### config.mk
export PLATFORM = sky130hd
export DESIGN_NAME = page_frame_allocator_core_flat
export DESIGN_NICKNAME = d
export VERILOG_FILES = /design/src/sv/pfa_pkg.sv /design/src/sv/pfa_channels.sv /design/src/sv/page_frame_allocator_core.sv /design/src/sv/pfa_front.sv /design/src/sv/pfa_queue.sv /design/src/sv/pfa_back.sv /design/src/flat_wrapper.sv
export SDC_FILE = /design/constraint.sdc
export NUM_CORES = 1
export LEC_CHECK = 0
export BUFFER_PORTS_ARGS = -buffer_cell sky130_fd_sc_hd__buf_2
export CAP_MARGIN = 15
export CORE_MARGIN = 4
export CORE_UTILIZATION = 50
export DETAILED_ROUTE_END_ITERATION = 8
export PLACE_DENSITY = 0.66
export SETUP_SLACK_MARGIN = 0.3
export SLEW_MARGIN = 20
export SYNTH_ARGS = -nofsm -noshare
export SYNTH_HDL_FRONTEND = slang
export SYNTH_SLANG_ARGS = --single-unit
### constraint.sdc
create_clock -name clock -period 5.64 [get_ports clock]
set_input_delay 0.564 -clock clock [delete_from_list [all_inputs] [get_ports clock]]
set_output_delay 0.564 -clock clock [all_outputs]
set_load 0.01 [all_outputs]
### src/sv/pfa_pkg.sv
`timescale 1ns / 1ps
`default_nettype none
// ----------------------------------------------------------------------------
// pfa_pkg
// Shared types and constants for the page frame allocator.
// ----------------------------------------------------------------------------
package pfa_pkg;

   localparam int NumFramesDefault = 32;
   localparam int MaxPagesDefault  = 16;

   localparam int OwnerW = 8;
   localparam int CountW = 5;
   localparam int FrameW = 5;
   localparam int PageW  = 4;

   localparam logic OpAlloc = 1'b0;
   localparam logic OpFree  = 1'b1;

   localparam logic StatusOk      = 1'b0;
   localparam logic StatusNoSpace = 1'b1;

   // command kinds handed from the front to the back end
   typedef enum logic [1:0] {
      CMD_REPLY,
      CMD_FREE,
      CMD_ALLOC
   } cmd_kind_type;

   typedef struct packed {
      logic [PageW-1:0]  page_index;
      logic              status;
      logic [FrameW-1:0] frame_index;
      logic              frame_valid;
      logic              last;
   } rsp_type;

   typedef struct packed {
      cmd_kind_type      kind;
      logic [OwnerW-1:0] owner;
      logic [CountW-1:0] count;
      logic [FrameW-1:0] frame;
      rsp_type           reply;
   } cmd_type;

endpackage
`default_nettype wire

### src/sv/pfa_channels.sv
`timescale 1ns / 1ps
`default_nettype none
// ----------------------------------------------------------------------------
// pfa channels
// Request and response valid/ready channels of the page frame allocator.
// ----------------------------------------------------------------------------
interface pfa_req_if;
   import pfa_pkg::*;
   logic              valid;
   logic              ready;
   logic              operation;
   logic [OwnerW-1:0] owner_id;
   logic [CountW-1:0] page_count;
   logic [FrameW-1:0] freed_frame;
   logic              free_last;

   modport source (output valid, operation, owner_id, page_count, freed_frame,
                   free_last, input ready);
   modport sink   (input valid, operation, owner_id, page_count, freed_frame,
                   free_last, output ready);
endinterface

interface pfa_rsp_if;
   import pfa_pkg::*;
   logic              valid;
   logic              ready;
   logic              status;
   logic [PageW-1:0]  page_index;
   logic [FrameW-1:0] frame_index;
   logic              frame_valid;
   logic              last;

   modport source (output valid, status, page_index, frame_index, frame_valid,
                   last, input ready);
   modport sink   (input valid, status, page_index, frame_index, frame_valid,
                   last, output ready);
endinterface
`default_nettype wire

### src/sv/page_frame_allocator_core.sv
`timescale 1ns / 1ps
`default_nettype none
// A free or an immediate reply (zero count, count above the page limit) passes
//   through the command queue and the response register before it is valid on rsp.
// Allocate: a count pass over up to NUM_FRAMES frames, then a claim pass over up to
//   NUM_FRAMES frames giving one response per page.
// The back end works on one request at a time, with two more queued in front.
// Reset (synchronous): all frames free, queue and response register empty.
// ----------------------------------------------------------------------------
// page_frame_allocator_core
// First-fit page frame allocator: front classifier, command queue, back end.
// ----------------------------------------------------------------------------
module page_frame_allocator_core
   import pfa_pkg::*;
#(
   parameter int NUM_FRAMES = NumFramesDefault,
   parameter int MAX_PAGES  = MaxPagesDefault
) (
   input  logic      clock,
   input  logic      reset,
   pfa_req_if.sink   req_ch,
   pfa_rsp_if.source rsp_ch
);

   logic    push_valid, push_ready;
   cmd_type push_cmd;
   logic    pop_valid, pop_ready;
   cmd_type pop_cmd;

   pfa_front #(
      .NUM_FRAMES (NUM_FRAMES),
      .MAX_PAGES  (MAX_PAGES)
   ) u_front (
      .req_ch     (req_ch),
      .push_valid (push_valid),
      .push_ready (push_ready),
      .push_cmd   (push_cmd)
   );

   pfa_queue u_queue (
      .clock      (clock),
      .reset      (reset),
      .push_valid (push_valid),
      .push_ready (push_ready),
      .push_cmd   (push_cmd),
      .pop_valid  (pop_valid),
      .pop_ready  (pop_ready),
      .pop_cmd    (pop_cmd)
   );

   pfa_back #(
      .NUM_FRAMES (NUM_FRAMES),
      .MAX_PAGES  (MAX_PAGES)
   ) u_back (
      .clock     (clock),
      .reset     (reset),
      .cmd_valid (pop_valid),
      .cmd_ready (pop_ready),
      .cmd       (pop_cmd),
      .rsp_ch    (rsp_ch)
   );

endmodule
`default_nettype wire

### src/sv/pfa_front.sv
`timescale 1ns / 1ps
`default_nettype none
// ----------------------------------------------------------------------------
// pfa_front
// Takes requests and sorts them into immediate replies, frees and allocations.
// ----------------------------------------------------------------------------
module pfa_front
   import pfa_pkg::*;
#(
   parameter int NUM_FRAMES = NumFramesDefault,
   parameter int MAX_PAGES  = MaxPagesDefault
) (
   pfa_req_if.sink  req_ch,
   output logic     push_valid,
   input  logic     push_ready,
   output cmd_type  push_cmd
);

   logic in_range;
   logic too_many;

   assign in_range   = int'(req_ch.freed_frame) < NUM_FRAMES;
   assign too_many   = int'(req_ch.page_count) > MAX_PAGES;
   assign push_valid = req_ch.valid;
   assign req_ch.ready = push_ready;

   always_comb begin
      push_cmd                   = '0;
      push_cmd.owner             = req_ch.owner_id;
      push_cmd.count             = req_ch.page_count;
      push_cmd.frame             = req_ch.freed_frame;
      push_cmd.reply.status      = StatusOk;
      push_cmd.reply.page_index  = '0;
      push_cmd.reply.frame_index = '0;
      push_cmd.reply.frame_valid = 1'b0;
      push_cmd.reply.last        = 1'b1;
      if (req_ch.operation == OpFree) begin
         push_cmd.kind              = in_range ? CMD_FREE : CMD_REPLY;
         push_cmd.reply.frame_index = req_ch.freed_frame;
         push_cmd.reply.frame_valid = in_range;
         push_cmd.reply.last        = req_ch.free_last;
      end else if (req_ch.page_count == '0) begin
         push_cmd.kind = CMD_REPLY;
      end else if (too_many) begin
         push_cmd.kind         = CMD_REPLY;
         push_cmd.reply.status = StatusNoSpace;
      end else begin
         push_cmd.kind = CMD_ALLOC;
      end
   end

endmodule
`default_nettype wire

### src/sv/pfa_queue.sv
`timescale 1ns / 1ps
`default_nettype none
// ----------------------------------------------------------------------------
// pfa_queue
// Two-entry command queue between the front and back ends.
// ----------------------------------------------------------------------------
module pfa_queue
   import pfa_pkg::*;
(
   input  logic    clock,
   input  logic    reset,
   input  logic    push_valid,
   output logic    push_ready,
   input  cmd_type push_cmd,
   output logic    pop_valid,
   input  logic    pop_ready,
   output cmd_type pop_cmd
);

   cmd_type    data_ff [2];
   logic       wr_ptr_ff, wr_ptr_in;
   logic       rd_ptr_ff, rd_ptr_in;
   logic [1:0] fill_ff, fill_in;
   logic       do_push, do_pop;

   assign push_ready = fill_ff != 2'd2;
   assign pop_valid  = fill_ff != 2'd0;
   assign pop_cmd    = data_ff[rd_ptr_ff];
   assign do_push    = push_valid && push_ready;
   assign do_pop     = pop_valid && pop_ready;

   always_comb begin
      wr_ptr_in = wr_ptr_ff ^ do_push;
      rd_ptr_in = rd_ptr_ff ^ do_pop;
      fill_in   = fill_ff;
      if (do_push && !do_pop) begin
         fill_in = fill_ff + 2'd1;
      end else if (do_pop && !do_push) begin
         fill_in = fill_ff - 2'd1;
      end
   end

   always_ff @(posedge clock) begin
      if (reset) begin
         wr_ptr_ff <= 1'b0;
         rd_ptr_ff <= 1'b0;
         fill_ff   <= 2'd0;
      end else begin
         wr_ptr_ff <= wr_ptr_in;
         rd_ptr_ff <= rd_ptr_in;
         fill_ff   <= fill_in;
      end
   end

   always_ff @(posedge clock) begin
      if (do_push) begin
         data_ff[wr_ptr_ff] <= push_cmd;
      end
   end

endmodule
`default_nettype wire

### src/sv/pfa_back.sv
`timescale 1ns / 1ps
`default_nettype none
// ----------------------------------------------------------------------------
// pfa_back
// Frame table and sequencer: replies, frees; counts free frames, then claims.
// ----------------------------------------------------------------------------
module pfa_back
   import pfa_pkg::*;
#(
   parameter int NUM_FRAMES = NumFramesDefault,
   parameter int MAX_PAGES  = MaxPagesDefault
) (
   input  logic     clock,
   input  logic     reset,
   input  logic     cmd_valid,
   output logic     cmd_ready,
   input  cmd_type  cmd,
   pfa_rsp_if.source rsp_ch
);

   localparam int FW = (NUM_FRAMES > 1) ? $clog2(NUM_FRAMES) : 1;
   localparam int CW = $clog2(MAX_PAGES + 1);
   localparam logic [FW-1:0] LastFrame = FW'(NUM_FRAMES - 1);

   typedef enum logic [1:0] {
      ST_IDLE,
      ST_COUNT,
      ST_NOSPACE,
      ST_CLAIM
   } state_type;

   state_type               state_ff, state_in;
   logic [FW-1:0]           idx_ff, idx_in;
   logic [CW-1:0]           found_ff, found_in;
   logic [CW-1:0]           count_ff, count_in;
   logic [OwnerW-1:0]       owner_ff, owner_in;
   logic [NUM_FRAMES-1:0]   used_ff, used_in;
   logic                    out_valid_ff, out_valid_in;
   rsp_type                 out_ff, out_in;
   logic [OwnerW-1:0]       owner_mem [NUM_FRAMES];
   logic                    own_we;
   logic                    slot_free;
   logic                    cur_free;
   logic [CW-1:0]           found_next;

   assign slot_free  = !out_valid_ff || rsp_ch.ready;
   assign cur_free   = !used_ff[idx_ff];
   assign found_next = CW'(found_ff + 1'b1);

   always_comb begin
      state_in     = state_ff;
      idx_in       = idx_ff;
      found_in     = found_ff;
      count_in     = count_ff;
      owner_in     = owner_ff;
      used_in      = used_ff;
      out_valid_in = out_valid_ff && !rsp_ch.ready;
      out_in       = out_ff;
      cmd_ready    = 1'b0;
      own_we       = 1'b0;
      case (state_ff)
         ST_IDLE: begin
            if (cmd_valid) begin
               if (cmd.kind == CMD_ALLOC) begin
                  cmd_ready = 1'b1;
                  count_in  = CW'(cmd.count);
                  owner_in  = cmd.owner;
                  idx_in    = '0;
                  found_in  = '0;
                  state_in  = ST_COUNT;
               end else if (slot_free) begin
                  cmd_ready    = 1'b1;
                  out_valid_in = 1'b1;
                  out_in       = cmd.reply;
                  if (cmd.kind == CMD_FREE) begin
                     used_in[FW'(cmd.frame)] = 1'b0;
                  end
               end
            end
         end
         ST_COUNT: begin
            if (cur_free && found_next == count_ff) begin
               idx_in   = '0;
               found_in = '0;
               state_in = ST_CLAIM;
            end else if (idx_ff == LastFrame) begin
               state_in = ST_NOSPACE;
            end else begin
               idx_in = idx_ff + 1'b1;
               if (cur_free) begin
                  found_in = found_next;
               end
            end
         end
         ST_NOSPACE: begin
            if (slot_free) begin
               out_valid_in       = 1'b1;
               out_in             = '0;
               out_in.status      = StatusNoSpace;
               out_in.last        = 1'b1;
               state_in           = ST_IDLE;
            end
         end
         ST_CLAIM: begin
            // enough free frames were seen in the count pass, so idx never wraps
            if (!cur_free) begin
               idx_in = idx_ff + 1'b1;
            end else if (slot_free) begin
               used_in[idx_ff]    = 1'b1;
               own_we             = 1'b1;
               out_valid_in       = 1'b1;
               out_in.status      = StatusOk;
               out_in.page_index  = PageW'(found_ff);
               out_in.frame_index = FrameW'(idx_ff);
               out_in.frame_valid = 1'b1;
               out_in.last        = found_next == count_ff;
               if (found_next == count_ff) begin
                  state_in = ST_IDLE;
               end else begin
                  idx_in   = idx_ff + 1'b1;
                  found_in = found_next;
               end
            end
         end
         default: begin
            state_in = ST_IDLE;
         end
      endcase
   end

   always_ff @(posedge clock) begin
      if (reset) begin
         state_ff     <= ST_IDLE;
         used_ff      <= '0;
         out_valid_ff <= 1'b0;
         idx_ff       <= '0;
         found_ff     <= '0;
      end else begin
         state_ff     <= state_in;
         used_ff      <= used_in;
         out_valid_ff <= out_valid_in;
         idx_ff       <= idx_in;
         found_ff     <= found_in;
      end
      count_ff <= count_in;
      owner_ff <= owner_in;
      out_ff   <= out_in;
   end

   always_ff @(posedge clock) begin
      if (own_we) begin
         owner_mem[idx_ff] <= owner_ff;
      end
   end

   assign rsp_ch.valid       = out_valid_ff;
   assign rsp_ch.status      = out_ff.status;
   assign rsp_ch.page_index  = out_ff.page_index;
   assign rsp_ch.frame_index = out_ff.frame_index;
   assign rsp_ch.frame_valid = out_ff.frame_valid;
   assign rsp_ch.last        = out_ff.last;

endmodule
`default_nettype wire

### src/flat_wrapper.sv
// flat-port wrapper written by rule: the top's interface ports become plain ports
module page_frame_allocator_core_flat import pfa_pkg::*;
#(
   parameter int NUM_FRAMES = NumFramesDefault,
   parameter int MAX_PAGES  = MaxPagesDefault
)
  (clock, reset, req_ch_valid, req_ch_operation, req_ch_owner_id, req_ch_page_count, req_ch_freed_frame, req_ch_free_last, req_ch_ready, rsp_ch_valid, rsp_ch_status, rsp_ch_page_index, rsp_ch_frame_index, rsp_ch_frame_valid, rsp_ch_last, rsp_ch_ready);
  pfa_req_if req_ch_i ();
  pfa_rsp_if rsp_ch_i ();
  input  logic clock;
  input  logic reset;
  input wire logic [$bits(req_ch_i.valid)-1:0] req_ch_valid;
  input wire logic [$bits(req_ch_i.operation)-1:0] req_ch_operation;
  input wire logic [$bits(req_ch_i.owner_id)-1:0] req_ch_owner_id;
  input wire logic [$bits(req_ch_i.page_count)-1:0] req_ch_page_count;
  input wire logic [$bits(req_ch_i.freed_frame)-1:0] req_ch_freed_frame;
  input wire logic [$bits(req_ch_i.free_last)-1:0] req_ch_free_last;
  output wire logic [$bits(req_ch_i.ready)-1:0] req_ch_ready;
  output wire logic [$bits(rsp_ch_i.valid)-1:0] rsp_ch_valid;
  output wire logic [$bits(rsp_ch_i.status)-1:0] rsp_ch_status;
  output wire logic [$bits(rsp_ch_i.page_index)-1:0] rsp_ch_page_index;
  output wire logic [$bits(rsp_ch_i.frame_index)-1:0] rsp_ch_frame_index;
  output wire logic [$bits(rsp_ch_i.frame_valid)-1:0] rsp_ch_frame_valid;
  output wire logic [$bits(rsp_ch_i.last)-1:0] rsp_ch_last;
  input wire logic [$bits(rsp_ch_i.ready)-1:0] rsp_ch_ready;
  assign req_ch_i.valid = req_ch_valid;
  assign req_ch_i.operation = req_ch_operation;
  assign req_ch_i.owner_id = req_ch_owner_id;
  assign req_ch_i.page_count = req_ch_page_count;
  assign req_ch_i.freed_frame = req_ch_freed_frame;
  assign req_ch_i.free_last = req_ch_free_last;
  assign req_ch_ready = req_ch_i.ready;
  assign rsp_ch_valid = rsp_ch_i.valid;
  assign rsp_ch_status = rsp_ch_i.status;
  assign rsp_ch_page_index = rsp_ch_i.page_index;
  assign rsp_ch_frame_index = rsp_ch_i.frame_index;
  assign rsp_ch_frame_valid = rsp_ch_i.frame_valid;
  assign rsp_ch_last = rsp_ch_i.last;
  assign rsp_ch_i.ready = rsp_ch_ready;
  page_frame_allocator_core #(.NUM_FRAMES(NUM_FRAMES), .MAX_PAGES(MAX_PAGES)) u_core (.clock(clock), .reset(reset), .req_ch(req_ch_i), .rsp_ch(rsp_ch_i));
endmodule
==> results.md, run 1 <==
- Commonest cells after routing, fill and taps aside: edfxtp_1, dfxtp_1, a21oi_1
- Clk buf depth: 2
- Layout net count: ~500
- Vias in the first global route: ~3,300
- Top_reg_cell synth: edfxtp_1
- EDFF count, synth: 55
- Iteration-0 DRC Markers: between 200 and 250
- WL/cell: ~17 um
- Ports: 38
- Drt total wl: ~10,000 um
- Gpl congestion: between 0.7 and 0.8
- Die W: roughly 110 um
- Count of input and output buffers: 29
- Max-cap viol count: 0
- CTS tree: built
- Global-route wire length before repair: about 17,000 um
- Final setup violation count: 0
- Flops & latches, synth: 104
- Gr usage total: 0.191
- Hold_buf cts: 0
- Row count: 35
- Layout cells sized above 1: 0.143
- Maximum clock rate: just under 300 MHz
- Slew @ Worst Pin: around 900 ps
- Post-route DRC: 0
- Hold Violations, Final: 0
- Buf/Inv on CP: 2
- Post-synthesis cell count: 440
- Met2 Routed Length: between 4000 and 5000 um
- Worst min path class: input pin to flop
- Area Overhead vs Synth: 9.27%
- PwrDens: 399 mW/mm2
- Synthesized area: 0.00481 mm2
- Sequential fraction of the synthesis area: 0.548
- Worst-path cell chain: buf_4, mux4_2, a32oi_1, o211ai_1, nor3_1, o21ai_0, a21oi_1, buf_4
- Vias: approximately 3,500
- Clock Sinks: roughly 100
- ANT nets after route: 0
- Reg clk slew, reported paths: 110 ps
- Htree depth: 3
- Leakage power: 1.76 nW
- Final WS setup: between 2000 and 2500 ps
- Fraction of registers with async set/reset: 0
- Max Slew Vio Count: 0
- WL met1: roughly 4700 um
- Setup slack at placement: roughly 2300 ps
- Grt ovf: 0
- Outcome: finished clean
- TritonCTS buffer count: 9
- Crit path arrival time: approximately 3500 ps
- Root Buffer: clkbuf_8
- Full die area: 0.0112 mm2
- CP Capture Type: flop
- Cell family with most CP delay: compound AO/OA/AOI/OAI gates
- Slowest cell on crit path: a21oi_1
- Unrepaired setup endpoints after global routing: no
- Fin util: 0.566
- Initial antenna violation count: 0
- Warning count from the yosys run: 0
- Largest net degree at the start of global routing: 49
- Syn nets: roughly 470
- Yosys top cell area share: 0.344
- Core Footprint: 0.00928 mm2
- Commonest non-fill, non-tap cell in the layout: edfxtp_1
- Antenna cells: 0
- Worst path max stage delay: 590 ps
- Setup CP Type: flop to flop
- Starting Density: 0.518
- Minimum clock period: between 3000 and 4000 ps
- Met3 wire length: around 590 um
- Final Cycle Share: 0.597
- Die Ht: approximately 110 um
- Via/cell ratio: 5.80
- Max-slew headroom: 0.394
- Synth area leader: edfxtp_1
- Resized cells post-CTS: 0
- Mean Syn Cell Area: 10.9 um2
- Final setup TNS: 0 ps
- Pre-antenna DRT Iters: 4
- Most used cell, CP: buf_4
- HPWL reported at the end of detailed placement: 7010 um
- Worst-path fanout max: 18
- Max Used Layer: met4
- Hold WS: 381 ps
- Required @ worst endpoint: between 5000 and 6000 ps
- Synth area leaders: edfxtp_1, dfxtp_1, a21oi_1, a211oi_1, mux2i_1
- Critical path launch point type: flop
- Skew-Pair Late Insertion Delay: 380 ps
- Cell variety after synth: slightly below 60
- Max Clock Skew: 12.3 ps
- Number of setup buffers added after CTS: 0
- Worst ir drop on vdd: about 0.24 mV
## cells in the mapped netlist, types with 3 or more instances
cell type	count
nand2b_1	6
mux2_2	6
nor3_1	8
a31oi_1	5
nor3b_1	3
o21ai_0	16
nor2_1	35
dfxtp_1	49
clkbuf_1	16
o22ai_1	5
mux4_2	4
or3_1	8
and3_1	6
xnor2_1	4
o32a_1	3
mux2i_1	15
o21a_1	3
a211oi_1	26
xor2_1	5
nand3_1	10
nand2_1	22
nor2b_1	3
a22oi_1	5
a32oi_1	3
inv_1	21
and2_1	7
nor3_2	4
ha_1	10
a21oi_1	39
edfxtp_1	55
o32ai_1	4
## routing by layer
metal,global-route usage,vias up
li1,-,1696
met1,0.271,1656
met2,0.293,91
met3,0.0346,12
met4,0.0740,0
met5,0,-
## path summary, 6_finish.rpt
path,from,end,slack [ps],cells past startpoint
max,u_core.u_back.idx_ff[0],u_core.u_back.rsp_ch.page_index[2],2270,8
min reg2reg,u_core.u_back.used_ff[8],u_core.u_back.used_ff[8],490,2
min,req_ch_page_count[2],u_core.u_queue.data_ff[0][15],380,1
max reg2reg,u_core.u_back.idx_ff[0],u_core.u_back.rsp_ch.page_index[2],2270,8
## registers in the layout (all words and copies together), names as in the netlist
signal	cells
u_core.u_back.count_ff	5
u_core.u_back.rsp_ch.last	1
u_core.u_back.state_ff	2
u_core.u_back.rsp_ch.status	1
u_core.u_queue.fill_ff	2
u_core.u_queue.data_ff	38
u_core.u_back.rsp_ch.frame_valid	1
u_core.u_back.found_ff	5
u_core.u_queue.wr_ptr_ff	1
u_core.u_back.rsp_ch.frame_index	5
u_core.u_back.rsp_ch.valid	1
u_core.u_back.used_ff	32
u_core.u_back.idx_ff	5
u_core.u_back.rsp_ch.page_index	4
u_core.u_queue.rd_ptr_ff	1
## cells by family (layout without fill, tap and decap cells)
kind of cell / count (synthesis) / count (layout) / synth area share
AOI/OAI and AO/OA: 126 / 126 / 0.175
xor gates and xnor gates: 9 / 9 / 0.0164
adders and majority gates: 10 / 10 / 0.0260
buffers and inverters: 43 / 70 / 0.0372
DFF: 104 / 104 / 0.548
muxes: 26 / 26 / 0.0672
and+or+nand+nor: 122 / 122 / 0.131
## stage by stage
| stage | total power [W] | instances | instance area (um2) |
|---|---|---|---|
| floorplan | 0.00145 | 440 | 4810 |
| detailed placement | 0.00162 | 580 | 5040 |
| global placement | 0.00160 | 580 | 5040 |
| finish | 0.00210 | 596 | 5250 |
| global route | 0.00223 | 596 | 5250 |
| CTS | 0.00211 | 596 | 5250 |
## layout make-up
class,instances,area [um2]
fillers,828,4030
repair buffers,32,168
multi-input cells,293,2000
well taps,129,161
flip-flops and latches,104,2630
clock inverters,7,88.8
clock buffers,9,124
inverters,22,82.6
## report_power, final
part | internal [W] | switching, W
Clock | 0.000216 | 0.000282
Combinational | 0.000215 | 0.000360
Sequential | 0.000951 | 0.0000732
Total | 0.00138 | 0.000715
(Power assumes the default switching activity.)
==> run 2, diff against run 1 <==
clock period = 3.41 ns   (was 5.64 ns; I/O delays follow)
==> run 2 against run 1 <==
Effect of this change: sequential power up 68%; clock skew up 4.9 ps; final area up 1.6%; final cell count up 2.2%; sequential cell count unchanged; sequential share of layout area down 0.71 points; utilization up 0.92 points; maximum frequency up 17%; via count up 1.5%; die area unchanged; clock power up 50%; critical path depth unchanged; largest cell class unchanged.
==> results.md, run 2 (same netlist as run 1, synthesis figures left out) <==
- Outcome: finished clean
- Hold EP: u_core.u_queue.data_ff[1][13]
- Clock Sinks: 104 (unchanged)
- Worst setup path startpoint: u_core.u_back.idx_ff[0]
- Worst-path fanout max: 10 (-8)
- Grt ovf: 0 (unchanged)
- Starting Density: 0.518 (unchanged)
- Filler cells: 852 (+2.9%)
- Commonest non-fill, non-tap cell in the layout: edfxtp_1
- Pre-antenna DRT Iters: 5 (+1)
- Required @ worst endpoint: 3710 ps (-2020 ps)
- Sw Pwr: 0.00119 W (+67%)
- Antenna cells: 0 (unchanged)
- Reg2reg path depth: 8 (unchanged)
- ANT nets after route: 0 (unchanged)
- Vias in the first global route: 3,442 (+4.0%)
- Minimum clock period: 2880 ps (-491 ps)
- Unrepaired setup endpoints after global routing: no
- Sw Ratio: 0.347 (+0.00598)
- Leakage power: 1.81 nW (+3.0%)
- WL/cell: 17.5 um (+2.7%)
- Post-route DRC: 0 (unchanged)
- Worst Hold Depth: 1 (unchanged)
- Commonest cells after routing, fill and taps aside: edfxtp_1, dfxtp_1, a21oi_1
- Max-cap viol count: 0 (unchanged)
- Area Overhead vs Synth: 11.0%
- Final Cycle Share: 0.843 (+0.246)
- Max Clock Skew: 17.1 ps (+4.86 ps)
- Worst min path class: input pin to flop
- Setup CP Type: flop to flop
- Gpl congestion: 0.788 (-0.81%)
- Max-slew headroom: 0.387 (-0.00734)
- Ports: 38 (unchanged)
- Largest Register: u_core.u_queue.data_ff
- Gr usage total: 0.196 (+0.00475)
- Full die area: 0.0112 mm2 (unchanged)
- Crit path arrival time: 3180 ps (-270 ps)
- Worst ir drop on vdd: 0.401 mV (+64%)
- Number of setup buffers added after CTS: 0 (unchanged)
- Internal: 0.00224 W (+62%)
- Slew @ Worst Pin: 920 ps (+11.0 ps)
- Flop pwr share: 0.498 (+0.010)
- Die Ht: 106 um (unchanged)
- Top flop regs: u_core.u_queue.data_ff (38), u_core.u_back.used_ff (32)
- Initial antenna violation count: 0 (unchanged)
- Clk pwr share: 0.218 (-0.020)
- Core Footprint: 0.00928 mm2 (unchanged)
- Count of input and output buffers: 29 (unchanged)
- Clk buf depth: 2 (unchanged)
- Hold_sp: req_ch_page_count[0]
- Max Slew Vio Count: 0 (unchanged)
- Skew-Pair Late Insertion Delay: 380 ps (about the same)
- Final setup TNS: 0 ps (unchanged)
- CP Capture Type: flop
- CTS tree: built
- Final setup violation count: 0 (unchanged)
- Share of power burned in combinational logic: 0.284 (+0.010)
- Htree depth: 3 (unchanged)
- Iteration-0 DRC Markers: 189 (-11%)
- Max reg flops: 38 (unchanged)
- Final WS setup: 535 ps (-1740 ps)
- Critical path launch point type: flop
- Setup slack at placement: 226 ps (-2070 ps)
- Root Buffer: clkbuf_8
- HPWL reported at the end of detailed placement: 7410 um (+5.7%)
- Reg2reg setup slack: 540 ps (-1740 ps)
- Maximum clock rate: 348 MHz (+17%)
- Reg clk slew, reported paths: 110 ps (about the same)
- Via/cell ratio: 5.76 (-0.66%)
- Largest net degree at the start of global routing: 49 (unchanged)
- Reg2Reg Capture Point: u_core.u_back.found_ff[1]
- Row count: 35 (unchanged)
- Vias: 3,507 (+1.5%)
- Die W: 106 um (unchanged)
- Hold_buf cts: 0 (unchanged)
- Layout net count: 509 (+2.6%)
- PwrDens: 644 mW/mm2 (+61%)
- Drt total wl: 10,700 um (+5.0%)
- Hold Violations, Final: 0 (unchanged)
- Global-route wire length before repair: 17,400 um (+2.9%)
- R2R Path Start: u_core.u_back.idx_ff[0]
- Layout cells sized above 1: 0.173 (+0.0294)
- TritonCTS buffer count: 9 (unchanged)
-- run 2: cell count changes in the layout (fill, tap and decap cells not counted), moves of 2 or more --
| cell | before | now |
|---|---|---|
| dfxtp_1 | 49 | 47 |
| inv_8 | 1 | 3 |
| clkinv_4 | 0 | 2 |
| buf_4 | 3 | 16 |
| inv_6 | 3 | 1 |
-- run 2: power by group through the flow --
stage	combinational, W	clock (W)	sequential, W
after floorplan	0.000702	0	0.00169
after global placement	0.000950	0	0.00173
after detailed placement	0.000975	0	0.00174
after CTS	0.000984	0.000758	0.00171
after global routing	0.00108	0.000810	0.00174
final	0.000976	0.000748	0.00171
-- run 2: critical path: stages, from the launching register on --
cell and delay, ps:
dfxtp_4 470, buf_4 220, mux2i_1 200, o22ai_1 100, a311o_1 390, or3_1 520, a211o_1 430, or3_1 330
a21oi_1 130
-- run 2: worst max path at each step --
stage / endpoint / cells past startpoint
after global routing: u_core.u_back.idx_ff[3] / 9
after global placement: u_core.u_back.found_ff[1] / 8
final: u_core.u_back.found_ff[1] / 8
after CTS: u_core.u_back.found_ff[1] / 7
after detailed placement: u_core.u_back.found_ff[1] / 8
after floorplan: u_core.u_back.rsp_ch.frame_index[0] / 7
-- run 2: layout make-up --
type,instances,area (um2),share of cell area
sequential,104,2640,0.494
timing repair buffer,45,265,0.0497
tap,129,161,0.0302
inverter,22,82.6,0.0155
clock buffer,10,128,0.0239
clock inverter,6,60.1,0.0113
multi-input combinational,293,2000,0.375
-- run 2: layer usage --
| layer | vias up | share of wire | GRT usage |
|---|---|---|---|
| met1 | 1686 | 0.47 | 0.266 |
| met2 | 79 | 0.47 | 0.319 |
| met5 | - | 0 | 0 |
| li1 | 1725 | - | - |
| met3 | 17 | 0.043 | 0.0322 |
| met4 | 0 | 0.017 | 0.0685 |
-- run 2: repair_timing --
action | 4_1_cts | 5_1_grt
gates resized for setup | 1 | 4
endpoints found under the setup margin | 5 | 3
hold endpoints to repair | 0 | 0
-- run 2: per-stage QoR --
stage | total power [W] | utilization | cell area, um2 | cells | hold WS, ps
2_1_floorplan | 0.00239 | - | 4810 | 440 | 440
3_3_place_gp | 0.00268 | 0.553 | 5140 | 593 | 476
3_5_place_dp | 0.00272 | 0.553 | 5140 | 593 | 479
4_1_cts | 0.00346 | 0.574 | 5330 | 609 | 143
5_1_grt | 0.00363 | 0.575 | 5340 | 609 | 145
6_report | 0.00344 | 0.575 | 5340 | 609 | 152
